## src/rtl/msmc_pkg.sv

```systemverilog
// Shared types, constants and codes for the MESI snooping multicore cache.
package msmc_pkg;

  localparam int CORES_DEF        = 4;
  localparam int MAX_SET_BITS_DEF = 6;
  localparam int MAX_WAYS_DEF     = 8;

  localparam int CORE_FW    = 2;
  localparam int ADDR_W     = 32;
  localparam int TAG_W      = 30;
  localparam int REC_W      = 3;
  localparam int CNT_OUT_W  = 2;
  localparam int CYC_W      = 9;
  localparam int BYTES_W    = 11;
  localparam int CFG_IDX_W  = 2;
  localparam int CFG_DATA_W = 4;

  localparam int MISS_CYC   = 100;
  localparam int WORD_BYTES = 4;
  localparam int BYTES_MAX  = 2047;

  localparam logic [CFG_IDX_W-1:0] CFG_SET_BITS   = 2'd0;
  localparam logic [CFG_IDX_W-1:0] CFG_WAYS       = 2'd1;
  localparam logic [CFG_IDX_W-1:0] CFG_BLOCK_BITS = 2'd2;

  typedef enum logic [1:0] {ST_I, ST_S, ST_E, ST_M} mesi_t;

  typedef struct packed {
    logic [TAG_W-1:0] tag;
    mesi_t            st;
    logic             dirty;
    logic [REC_W-1:0] rec;
  } way_t;

  typedef enum logic [2:0] {
    S_IDLE, S_RD_OWN, S_LOOKUP, S_PEER_RD, S_PEER_MOD, S_FILL, S_RESULT
  } ctl_state_t;

  typedef struct packed {
    logic load;
    logic rd_own;
    logic lookup;
    logic peer_clr;
    logic peer_next;
    logic rd_peer;
    logic snp_mod;
    logic fill;
    logic emit;
  } dp_cmd_t;

  typedef struct packed {
    logic in_range;
    logic snoop_req;
    logic peer_skip;
    logic peer_last;
  } dp_stat_t;

endpackage

```

## src/rtl/msmc_ctrl.sv

```systemverilog
// Access sequencer state machine for the snooping cache.
module msmc_ctrl import msmc_pkg::*; (
  input  logic     clk,
  input  logic     rst_n,
  input  logic     in_valid,
  output logic     in_ready,
  output logic     out_valid,
  input  logic     out_ready,
  input  dp_stat_t stat,
  output dp_cmd_t  cmd
);

  ctl_state_t state_r, state_nxt;
  logic       out_valid_r, out_valid_nxt;

  always_comb begin
    state_nxt = state_r;
    unique case (state_r)
      S_IDLE:     if (in_valid) state_nxt = S_RD_OWN;
      S_RD_OWN:   state_nxt = stat.in_range ? S_LOOKUP : S_FILL;
      S_LOOKUP:   state_nxt = stat.snoop_req ? S_PEER_RD : S_FILL;
      S_PEER_RD: begin
        if (!stat.peer_skip) state_nxt = S_PEER_MOD;
        else if (stat.peer_last) state_nxt = S_FILL;
      end
      S_PEER_MOD: state_nxt = stat.peer_last ? S_FILL : S_PEER_RD;
      S_FILL:     state_nxt = S_RESULT;
      S_RESULT:   if (!out_valid_r || out_ready) state_nxt = S_IDLE;
      default:    state_nxt = S_IDLE;
    endcase
  end

  always_comb begin
    cmd      = '0;
    in_ready = 1'b0;
    unique case (state_r)
      S_IDLE: begin
        in_ready = 1'b1;
        cmd.load = in_valid;
      end
      S_RD_OWN:   cmd.rd_own = stat.in_range;
      S_LOOKUP: begin
        cmd.lookup   = 1'b1;
        cmd.peer_clr = 1'b1;
      end
      S_PEER_RD: begin
        cmd.rd_peer   = !stat.peer_skip;
        cmd.peer_next = stat.peer_skip && !stat.peer_last;
      end
      S_PEER_MOD: begin
        cmd.snp_mod   = 1'b1;
        cmd.peer_next = !stat.peer_last;
      end
      S_FILL:     cmd.fill = 1'b1;
      S_RESULT:   cmd.emit = !out_valid_r || out_ready;
      default: ;
    endcase
  end

  always_comb begin
    out_valid_nxt = out_valid_r;
    if (cmd.emit) out_valid_nxt = 1'b1;
    else if (out_ready) out_valid_nxt = 1'b0;
  end

  always_ff @(posedge clk) begin
    if (!rst_n) begin
      state_r     <= S_IDLE;
      out_valid_r <= 1'b0;
    end else begin
      state_r     <= state_nxt;
      out_valid_r <= out_valid_nxt;
    end
  end

  assign out_valid = out_valid_r;

  a_no_overwrite: assert property (@(posedge clk) disable iff (!rst_n)
    cmd.emit |-> (!out_valid_r || out_ready))
    else $error("result register overwritten while still held");

  a_one_at_a_time: assert property (@(posedge clk) disable iff (!rst_n)
    (in_valid && in_ready) |=> !in_ready)
    else $error("second word accepted while an access is in progress");

  a_peer_order: assert property (@(posedge clk) disable iff (!rst_n)
    (state_r == S_PEER_MOD) |-> ($past(state_r) == S_PEER_RD))
    else $error("peer update without a preceding peer read");

endmodule

```

## config.mk

```make
export PLATFORM = sky130hd
export DESIGN_NAME = msmc_ctrl
export DESIGN_NICKNAME = d
export VERILOG_FILES = /design/src/rtl/msmc_pkg.sv /design/src/rtl/msmc_ctrl.sv
export SDC_FILE = /design/constraint.sdc
export NUM_CORES = 1
export LEC_CHECK = 0
export ABC_CLOCK_PERIOD_IN_PS = 1500
export BUFFER_PORTS_ARGS = -buffer_cell sky130_fd_sc_hd__buf_2
export CAP_MARGIN = 20
export CORE_AREA = 3 3 40 42
export CTS_CLUSTER_SIZE = 14
export DETAILED_ROUTE_END_ITERATION = 6
export DIE_AREA = 0 0 43 45
export PLACE_DENSITY = 0.52
export SLEW_MARGIN = 10
export SYNTH_ARGS = -nofsm -noshare
export SYNTH_HDL_FRONTEND = slang
export SYNTH_SLANG_ARGS = --single-unit
```

## constraint.sdc

```tcl
create_clock -name clk -period 1.5 [get_ports clk]
set_clock_uncertainty 0.15 [all_clocks]
set_input_delay 0 -clock clk [delete_from_list [all_inputs] [get_ports clk]]
set_output_delay 0 -clock clk [all_outputs]
set_load 0.01 [all_outputs]
```

==> metrics.md, run 1 <==
| Metric | Value |
|---|---|
| CTS clk-pin slew, worst paths | 0.04 ns |
| Most common cell after layout, fill and taps aside | buf_2 |
| Unrepaired setup endpoints after global routing | false |
| Worst path arrival time | approximately 1.3 ns |
| Core Box Area | approximately 1300 um2 |
| Max_cap viols | 0 |
| Global-route wire length before repair | ~1.4 mm |
| Aggregate routed wire length | 877 um |
| Total GRT Usage | around a tenth |
| Post-route DRC | 0 |
| Number of synthesis warnings | 0 |
| Number of CTS-inserted buffers | 3 |
| Syn Inst Count | 45 |
| Synth Area per Inst | approximately 8 um2 |
| CP max FO | 4 |
| DR iter-0 viols | 2 |
| Final GP Congestion | around 0.67 |
| Clk pwr share | 30.0% |
| Critical path launch point type | flop |
| Tot Pwr | 0.428 mW |
| Slew HR | between 80% and 90% |
| Layout cells sized above 1 | a little under half |
| Initial Util | ~28% |
| Crit share post-route | between 90% and 100% |
| ANT nets after route | 0 |
| Vias | 387 |
| First drt pass iteration count | 4 |
| CP Class | flop to output pin |
| CTS max path bufs | 2 |
| Max Clock Freq | roughly 0.69 GHz |
| DIE WIDTH | 43 um |
| Cell area after synthesis | ~360 um2 |
| Routed len/inst | ~10 um |
| Req. time, crit path | between 1 and 1.5 ns |
| DIE AREA | 1940 um2 |
| Detail Placement HPWL | slightly below 700 um |
| P_sw | ~0.13 mW |
| Antenna Diode Count | 0 |
| Syn nets | 53 |
| Fin. Hold Viols | 0 |
| H-tree depth | 1 |
| Worst IR Drop VDD | around 0.44 mV |
| Setup Viol. Count Final | 0 |
| FP Rows | 13 |
| Run status | finished clean |
| Die H | about 45 um |
| Number of global-route vias before repair | 364 |
| R2r setup slk | approximately 0.060 ns |
| I/O Buffers | 18 |
| Reg power frac | roughly 30% |
| Worst Setup End Kind | output pin |
| Switching Fraction | about 30% |
| Clk_lat worst skew | 0.23 ns |
| Aggregate global routing overflow | 0 |
| Yosys cell types | 30 |
| Total internal power | 0.300 mW |
| PwrDens | about 760 nW/um2 |
| Leak | 0.264 nW |
| CTS tree | done |
| Largest net degree at the start of global routing | 17 |
| Area growth syn-to-layout | 55.6% |
| Most frequent cells in the layout | buf_2, dlygate4sd3_1, buf_4 |
| Setup TNS | 0 ns |
| Clock root cell | clkbuf_4 |
| Initial antenna violation count | 0 |
| Final #Nets | between 70 and 80 |
| Final Max Slew Viols | 0 |
| CTS sink count | 4 |
| Crit path time final | approximately 1.4 ns |
| Hold Path Class | input pin to flop |
| Sequential fraction of the synthesis area | around 22% |
| Num ports | 19 |
| Vias per std cell | 4.61 |
| Combinational power share | 40.2% |
| Seq cells post-synth | 4 |
| Pin slew with the least headroom to its limit | 0.205 ns |
## kinds of logic after synthesis
group,count (synthesis),share of synthesized area [%]
buffers and inverters,8,13.5
AOI/OAI and AO/OA,13,29.9
and+or+nand+nor,20,34.4
DFF,4,22.2
## what timing repair did
action	4_1_cts	5_1_grt
hold endpoints to repair	4	0
endpoints found under the setup margin	1	3
gates resized for setup	2	4
buffers inserted	1	0
hold buffers	4	0
pin swaps	0	0
## power groups by stage
| stage | combinational, mW | sequential, mW | clock, mW |
|---|---|---|---|
| floorplan | 0.105 | 0.121 | 0 |
| global placement | 0.155 | 0.129 | 0 |
| detailed placement | 0.153 | 0.130 | 0 |
| CTS | 0.167 | 0.126 | 0.138 |
| global route | 0.186 | 0.128 | 0.140 |
| finish | 0.172 | 0.127 | 0.128 |
## critical path, stage by stage (launching register included)
cell,delay [ns]
dfxtp_4,0.35
or2b_4,0.28
o21ba_4,0.23
nor2_4,0.08
buf_2,0.13
## worst paths after layout
check                     startpoint                       to  cells past startpoint
max          state_r[1]$_SDFFE_PN0P_                   cmd[4]                      4
min                          stat[0]  state_r[1]$_SDFFE_PN0P_                      3
max reg2reg  state_r[0]$_SDFFE_PN0P_  state_r[1]$_SDFFE_PN0P_                      5
min reg2reg   out_valid$_SDFFE_PN0P_   out_valid$_SDFFE_PN0P_                      2
## layout make-up
| class | count | area [um2] |
|---|---|---|
| Clock buffer | 3 | 22.5 |
| Tap cell | 15 | 18.8 |
| Sequential cell | 4 | 85.1 |
| Inverter | 2 | 7.51 |
| Timing Repair Buffer | 27 | 180 |
| Multi-Input combinational cell | 33 | 246 |
| Fill cell | 131 | 724 |
## stage by stage
stage / utilization [%] / hold slack [ns] / worst slack [ns] / std cells / cell area, um2
4_1_cts: 42.4 / 0.0464 / 0.0207 / 84 / 544
6_report: 43.6 / 0.0372 / 0.0525 / 84 / 561
2_1_floorplan: - / -0.115 / 0.0782 / 45 / 360
3_3_place_gp: 36.6 / 0.118 / 0.0829 / 76 / 470
3_5_place_dp: 36.6 / 0.121 / 0.0317 / 76 / 470
5_1_grt: 43.6 / 0.0548 / 0.00671 / 84 / 561
## cells in the mapped netlist
cell	count	share of area, %
and3_1	1	1.7
nor4bb_1	1	2.8
o31ai_1	1	2.1
nand3_1	1	1.4
nor3_1	2	2.8
nor2_2	1	1.7
o21ai_0	1	1.4
inv_1	2	2.1
a32o_1	1	2.8
o211a_1	1	2.8
buf_6	1	3.1
o21ba_4	1	4.5
nor2b_1	2	3.5
and2_1	1	1.7
nor3b_2	1	3.5
a21boi_0	1	2.1
dfxtp_1	4	22
nor2_1	3	3.1
o41a_1	2	6.2
o21ai_1	2	2.8
nand3b_1	2	4.2
nand2_1	2	2.1
buf_4	3	6.2
a21oi_1	1	1.4
nor3b_1	1	2.1
o22ai_1	1	1.7
or2b_1	1	2.1
o211ai_1	1	2.1
nand2b_1	1	1.7
clkbuf_1	2	2.1
## state kept, by name, summed over array words and instances (netlist names)
| signal | cells |
|---|---|
| state_r | 3 |
| out_valid | 1 |
## per-layer routing
| metal | routed length, um | up-vias | global-route usage [%] |
|---|---|---|---|
| met1 | 424 | 168 | 11.3 |
| met2 | 422 | 8 | 15.9 |
| met5 | 0 | - | 0 |
| met3 | 30 | 0 | 1.20 |
| met4 | 0 | 0 | 7.23 |
| li1 | - | 211 | - |
(Power assumes the default switching activity.)
==> run 2: changes to the inputs <==
Settings changed: ABC_CLOCK_PERIOD_IN_PS 1500 to default, BUFFER_PORTS_ARGS -buffer_cell sky130_fd_sc_hd__buf_2 to default, DONT_BUFFER_PORTS from default to 1, PLACE_DENSITY 0.52 to 0.39, REMOVE_ABC_BUFFERS from default to 1.
==> run 2 against run 1 <==
Worst hold slack worse by 0.036 ns. Highest routed layer unchanged. Global-route usage is 1.8 points higher. Sequential power hardly changed. Largest power group unchanged. Critical path depth is 1 higher. Final cell count is 11% lower.
==> metrics.md, run 2 (synthesis results as in run 1) <==
| Metric | Value |
|---|---|
| CP Class | flop to output pin |
| Largest register FFs | 3 (unchanged) |
| Number of global-route vias before repair | 374 (+2.7%) |
| CTS max path bufs | 2 (unchanged) |
| Clock root cell | clkbuf_4 |
| Aggregate global routing overflow | 0 (unchanged) |
| Switching Fraction | 30.3% (+0.41 points) |
| Number of CTS-inserted buffers | 3 (unchanged) |
| ANT nets after route | 0 (unchanged) |
| Total GRT Usage | 11.3% (+1.8 points) |
| Largest register by flop count | state_r |
| Antenna Diode Count | 0 (unchanged) |
| Final GP Congestion | 0.795 (+18%) |
| Worst Setup End Kind | output pin |
| Initial Util | 28.0% (unchanged) |
| Max_cap viols | 0 (unchanged) |
| Leak | 0.218 nW (-17%) |
| Tot Pwr | 0.421 mW (-1.5%) |
| Largest net degree at the start of global routing | 14 (-3) |
| Slowest-stage cell, CP | dfxtp_2 |
| CTS tree | done |
| DR iter-0 viols | 7 (+5) |
| I/O Buffers | 0 (-18) |
| Vias per std cell | 5.08 (+10%) |
| Multi-input logic area | 241 um2 (-2.0%) |
| Reg power frac | 30.9% (+1.2 points) |
| CTS sink count | 4 (unchanged) |
| Most common cell after layout, fill and taps aside | buf_4 |
| Global-route wire length before repair | 1.59 mm (+12%) |
| H-tree depth | 1 (unchanged) |
| Core Box Area | 1280 um2 (unchanged) |
| Setup Viol. Count Final | 0 (unchanged) |
| Max Clock Freq | 0.698 GHz (+0.98%) |
| Slew HR | 84.2% (-2.0 points) |
| Cells along the critical path | buf_4 > nor3b_2 > o21ba_4 > nor2_4 > buf_4 |
| P_sw | 0.128 mW (-0.11%) |
| First drt pass iteration count | 4 (unchanged) |
| DIE WIDTH | 43 um (unchanged) |
| Area growth syn-to-layout | 46.5% |
| Routed len/inst | 13.2 um (+26%) |
| Final Max Slew Viols | 0 (unchanged) |
| Detail Placement HPWL | 749 um (+8.4%) |
| Reg area | 83.8 um2 (-1.5%) |
| Post-route DRC | 0 (unchanged) |
| Layout cells sized above 1 | 36.7% (-11 points) |
| Most frequent cells in the layout | buf_4, dlygate4sd3_1, nor2_1, clkbuf_4, dfxtp_2 |
| Run status | finished clean |
| Number of fill cells | 141 (+7.6%) |
| Worst IR Drop VDD | 0.290 mV (-34%) |
| Setup TNS | 0 ns (unchanged) |
| Crit share post-route | 95.6% (-0.93 points) |
| PwrDens | 798 nW/um2 (+4.6%) |
| Pin slew with the least headroom to its limit | 0.233 ns (+0.0284 ns) |
| Critical path launch point type | flop |
| DIE AREA | 1940 um2 (unchanged) |
| Clk_lat worst skew | 0.23 ns (about the same) |
| Aggregate routed wire length | 989 um (+13%) |
| Most frequent CP cell | buf_4 |
| Die H | 45 um (unchanged) |
| Req. time, crit path | 1.35 ns (about the same) |
| Crit path time final | 1.43 ns (-0.0140 ns) |
| Crit path largest cell delay | 0.32 ns (-0.03 ns) |
| Total internal power | 0.294 mW (-2.0%) |
| FP Rows | 13 (unchanged) |
| Hold WS | 0.000926 ns (-0.0362 ns) |
| Fin. Hold Viols | 0 (unchanged) |
| Hold Path Class | input pin to output pin |
| Worst path arrival time | 1.28 ns (-0.02 ns) |
| CTS clk-pin slew, worst paths | 0.03 ns (about the same) |
| Combinational power share | 38.3% (-1.9 points) |
| Clk pwr share | 30.8% (+0.8 points) |
| Initial antenna violation count | 0 (unchanged) |
| Vias | 381 (-1.6%) |
| Num ports | 19 (unchanged) |
| CP max FO | 3 (-1) |
| Final #Nets | 70 (-11%) |
[run 2: metal layers]
metal / GRT usage, % / wire length, um / vias up
li1: - / - / 191
met4: 5.42 / 0 / 0
met5: 0 / 0 / -
met1: 12.3 / 402 / 177
met3: 6.37 / 80 / 0
met2: 18.0 / 506 / 13
[run 2: power by group through the flow]
stage / clock network (mW) / logic [mW] / registers, mW
6_report: 0.130 / 0.162 / 0.130
5_1_grt: 0.149 / 0.175 / 0.131
4_1_cts: 0.136 / 0.152 / 0.130
3_3_place_gp: 0 / 0.134 / 0.130
3_5_place_dp: 0 / 0.136 / 0.131
2_1_floorplan: 0 / 0.0687 / 0.140
[run 2: through the flow]
step                setup slack, ns  instance area [um2]  cells  utilization, %
floorplan                    -0.113                  319     39               -
global placement             0.0692                  420     65            32.7
detailed placement           0.0564                  420     65            32.7
CTS                          0.0188                  505     74            39.3
global route               -0.00847                  528     75            41.1
finish                       0.0665                  528     75            41.1
[run 2: layout make-up]
| cell class | instances | area share [%] |
|---|---|---|
| clock buffers | 3 | 4.27 |
| repair buffers | 18 | 29.1 |
| inverters | 2 | 1.42 |
| well taps | 15 | 3.55 |
| multi-input cells | 33 | 45.7 |
| flip-flops and latches | 4 | 15.9 |
[run 2: final timing paths]
check                           from                      end  slack (ns)  depth (start not counted)
max          state_r[1]$_SDFFE_PN0P_                   cmd[4]        0.07                          5
min                         in_valid                   cmd[8]      0.0009                          1
max reg2reg  state_r[2]$_SDFFE_PN0P_  state_r[1]$_SDFFE_PN0P_        0.07                          4
min reg2reg  state_r[2]$_SDFFE_PN0P_   out_valid$_SDFFE_PN0P_        0.44                          2
[run 2: worst max-delay path: cells and delay by family (launching register included)]
kind / cells / cell delay, ns
DFF: 1 / 0.32
and+or+nand+nor: 2 / 0.29
buffers and inverters: 2 / 0.26
AOI/OAI and AO/OA: 1 / 0.19
[run 2: what timing repair did]
action | CTS | global route
hold endpoints to repair | 4 | 0
hold buffers | 6 | 0
resized for setup | 2 | 4
setup endpoints to repair | 2 | 2
setup buffers | 0 | 1
pin swaps | 0 | 1
==> run 3: changes to the inputs <==
Settings changed: ABC_AREA from default to 1, PLACE_DENSITY 0.39 to 0.38.
==> run 3 against run 2 <==
Sequential share of layout area up 2.2 points. Die area unchanged. Routed wire length is 8.6% lower. Global-route usage down 1.2 points. Final cell count grew 12%. Area after synthesis fell by 4.2%. Critical endpoint is now cmd[3]. Clock power is essentially flat.
==> metrics.md, run 3 <==
| Metric | Value |
|---|---|
| Run status | finished clean |
| CP max FO | 6 (+3) |
| Area growth syn-to-layout | 30.4% |
| Req. time, crit path | 1.35 ns (about the same) |
| Global-route wire length before repair | 1.47 mm (-7.8%) |
| Seq cells post-synth | 4 (unchanged) |
| Aggregate routed wire length | 904 um (-8.6%) |
| Slew HR | 64.4% (-20 points) |
| Cell area after synthesis | 345 um2 (-4.2%) |
| Unrepaired setup endpoints after global routing | false |
| Reg power frac | 34.1% (+3.2 points) |
| Clock root cell | clkbuf_4 |
| Critical path launch point type | flop |
| Total internal power | 0.262 mW (-11%) |
| Num ports | 19 (unchanged) |
| EDFF count, synth | 0 (unchanged) |
| Hold path cells | 5 (+4) |
| Worst Setup End Kind | output pin |
| R2r worst-path depth | 7 (+3) |
| Vias per std cell | 4.43 (-13%) |
| Initial Util | 26.9% (-1.2 points) |
| Asr flop ratio synth | 0% (unchanged) |
| Total GRT Usage | 10.1% (-1.2 points) |
| CTS sink count | 4 (unchanged) |
| Max Clock Freq | 0.704 GHz (+0.96%) |
| Yosys cell types | 16 (-47%) |
| Post-route setup slack | 0.0801 ns (+0.0136 ns) |
| H-tree depth | 1 (unchanged) |
| Aggregate global routing overflow | 0 (unchanged) |
| Detail Placement HPWL | 698 um (-6.9%) |
| Final #Nets | 79 (+13%) |
| Combinational power share | 33.6% (-4.7 points) |
| Sequential fraction of the synthesis area | 23.2% (+0.97 points) |
| Most frequent cell after synthesis | nor2_1 |
| Core Box Area | 1280 um2 (unchanged) |
| First drt pass iteration count | 4 (unchanged) |
| Placed cells | 74 (+14%) |
| ANT nets after route | 0 (unchanged) |
| Synth top cells by count | nor2_1, nand2_1, inv_1, nand3_1, dfxtp_1 |
| Setup bufs post-CTS | 0 (unchanged) |
| Number of CTS-inserted buffers | 3 (unchanged) |
| Routed len/inst | 10.8 um (-18%) |
| Pin slew with the least headroom to its limit | 0.529 ns (+0.296 ns) |
| Vias | 372 (-2.4%) |
| Final Max Slew Viols | 0 (unchanged) |
| Leak | 0.221 nW (+1.4%) |
| CP Class | flop to output pin |
| Post-route DRC | 0 (unchanged) |
| DR iter-0 viols | 11 (+4) |
| Area leader, netlist | dfxtp_1 |
| CTS clk-pin slew, worst paths | 0.04 ns (about the same) |
| Number of synthesis warnings | 0 (unchanged) |
| Final GP Congestion | 0.757 (-4.8%) |
| Largest register by flop count | state_r |
| Syn Inst Count | 59 (+31%) |
| Most common cell after layout, fill and taps aside | nor2_1 |
| P_sw | 0.142 mW (+11%) |
| Hold Path Class | input pin to flop |
| Crit share post-route | 94.7% (-0.91 points) |
| DIE AREA | 1940 um2 (unchanged) |
| Setup Viol. Count Final | 0 (unchanged) |
| Most used DFF post-synth | dfxtp_1 |
| Clk pwr share | 32.3% (+1.5 points) |
| Die H | 45 um (unchanged) |
| Largest register FFs | 3 (unchanged) |
| Worst IR Drop VDD | 0.377 mV (+30%) |
| Clk_lat worst skew | 0.23 ns (about the same) |
| Fin. Hold Viols | 0 (unchanged) |
| Post-synth top area share | 23.2% (+0.97 points) |
| CTS tree | done |
| Largest net degree at the start of global routing | 9 (-5) |
| Worst path arrival time | 1.27 ns (about the same) |
| FP Rows | 13 (unchanged) |
| CTS max path bufs | 2 (unchanged) |
| Switching Fraction | 35.2% (+4.9 points) |
| Place WS | 0.166 ns (+0.109 ns) |
| Top cells by area, synth | dfxtp_1, nor2_1, nand2_1 |
| Setup TNS | 0 ns (unchanged) |
| I/O Buffers | 0 (unchanged) |
| Layout cells sized above 1 | 18.8% (-18 points) |
| Max_cap viols | 0 (unchanged) |
| DIE WIDTH | 43 um (unchanged) |
| Initial antenna violation count | 0 (unchanged) |
| Crit path time final | 1.42 ns (-0.0136 ns) |
| Number of global-route vias before repair | 375 (+0.27%) |
| PwrDens | 899 nW/um2 (+13%) |
| Post-Layout Cell Count | 84 (+12%) |
| Antenna Diode Count | 0 (unchanged) |
| Most frequent cells in the layout | nor2_1, nand2_1, inv_1 |
| Synth Area per Inst | 5.85 um2 (-27%) |
run 3: cell types whose count changed after synthesis, moves of 3 or more:
cell	previous run	this run
nor2_1	3	12
nand2_1	2	9
inv_1	2	8
nand3_1	1	5
inv_2	0	3
run 3: power by group through the flow:
stage               logic [mW]  clock network (mW)  registers (mW)
CTS                      0.137               0.140           0.137
global placement         0.123                   0           0.139
floorplan               0.0884                   0           0.136
global route             0.155               0.138           0.140
finish                   0.136               0.131           0.138
detailed placement       0.121                   0           0.138
run 3: worst max-delay path: stages (launching register included):
cell     delay [ns]
dfxtp_1        0.35
buf_4          0.18
nor4_1         0.51
run 3: metal layers:
| layer | wire (um) | track usage, % | vias to the layer above |
|---|---|---|---|
| met5 | 0 | 0 | - |
| met4 | 6 | 7.23 | 0 |
| met3 | 66 | 2.39 | 2 |
| met2 | 429 | 16.2 | 12 |
| met1 | 401 | 11.8 | 152 |
| li1 | - | - | 206 |
run 3: layout make-up:
| class | count | area, um2 |
|---|---|---|
| flip-flops and latches | 4 | 81.3 |
| multi-input cells | 40 | 186 |
| clock buffers | 3 | 22.5 |
| well taps | 15 | 18.8 |
| inverters | 11 | 41.3 |
| fillers | 145 | 835 |
| repair buffers | 11 | 100 |
run 3: stage by stage:
step | utilization (%) | instance area, um2 | total power, mW | hold slack (ns)
finish | 35.1 | 450 | 0.405 | 0.0152
global route | 35.1 | 450 | 0.433 | 0.0861
CTS | 35.0 | 449 | 0.414 | 0.0267
detailed placement | 27.8 | 357 | 0.260 | -0.0901
global placement | 27.8 | 357 | 0.262 | -0.0911
floorplan | - | 308 | 0.224 | -0.0971
run 3: path summary, 6_finish.rpt:
kind | from | to | slack, ns
setup / recovery | state_r[2]$_SDFFE_PN0P_ | cmd[3] | 0.08
hold / removal | stat[2] | state_r[2]$_SDFFE_PN0P_ | 0.02
setup reg to reg | state_r[1]$_SDFFE_PN0P_ | state_r[2]$_SDFFE_PN0P_ | 0.19
hold reg to reg | out_valid$_SDFFE_PN0P_ | out_valid$_SDFFE_PN0P_ | 0.48
run 3: kinds of logic (layout without fill, tap and decap cells):
family                 after synthesis  after routing  share of synthesized area [%]
and+or+nand+nor                     34             34                           44.6
buffers and inverters               15             25                           22.8
AOI/OAI and AO/OA                    6              6                           9.42
DFF                                  4              4                           23.2
run 3: repair_timing:
| action | CTS | global route |
|---|---|---|
| setup endpoints to repair | 0 | 3 |
| hold endpoints to repair | 6 | 0 |
| resized for setup | 0 | 1 |
| hold buffers | 7 | 0 |
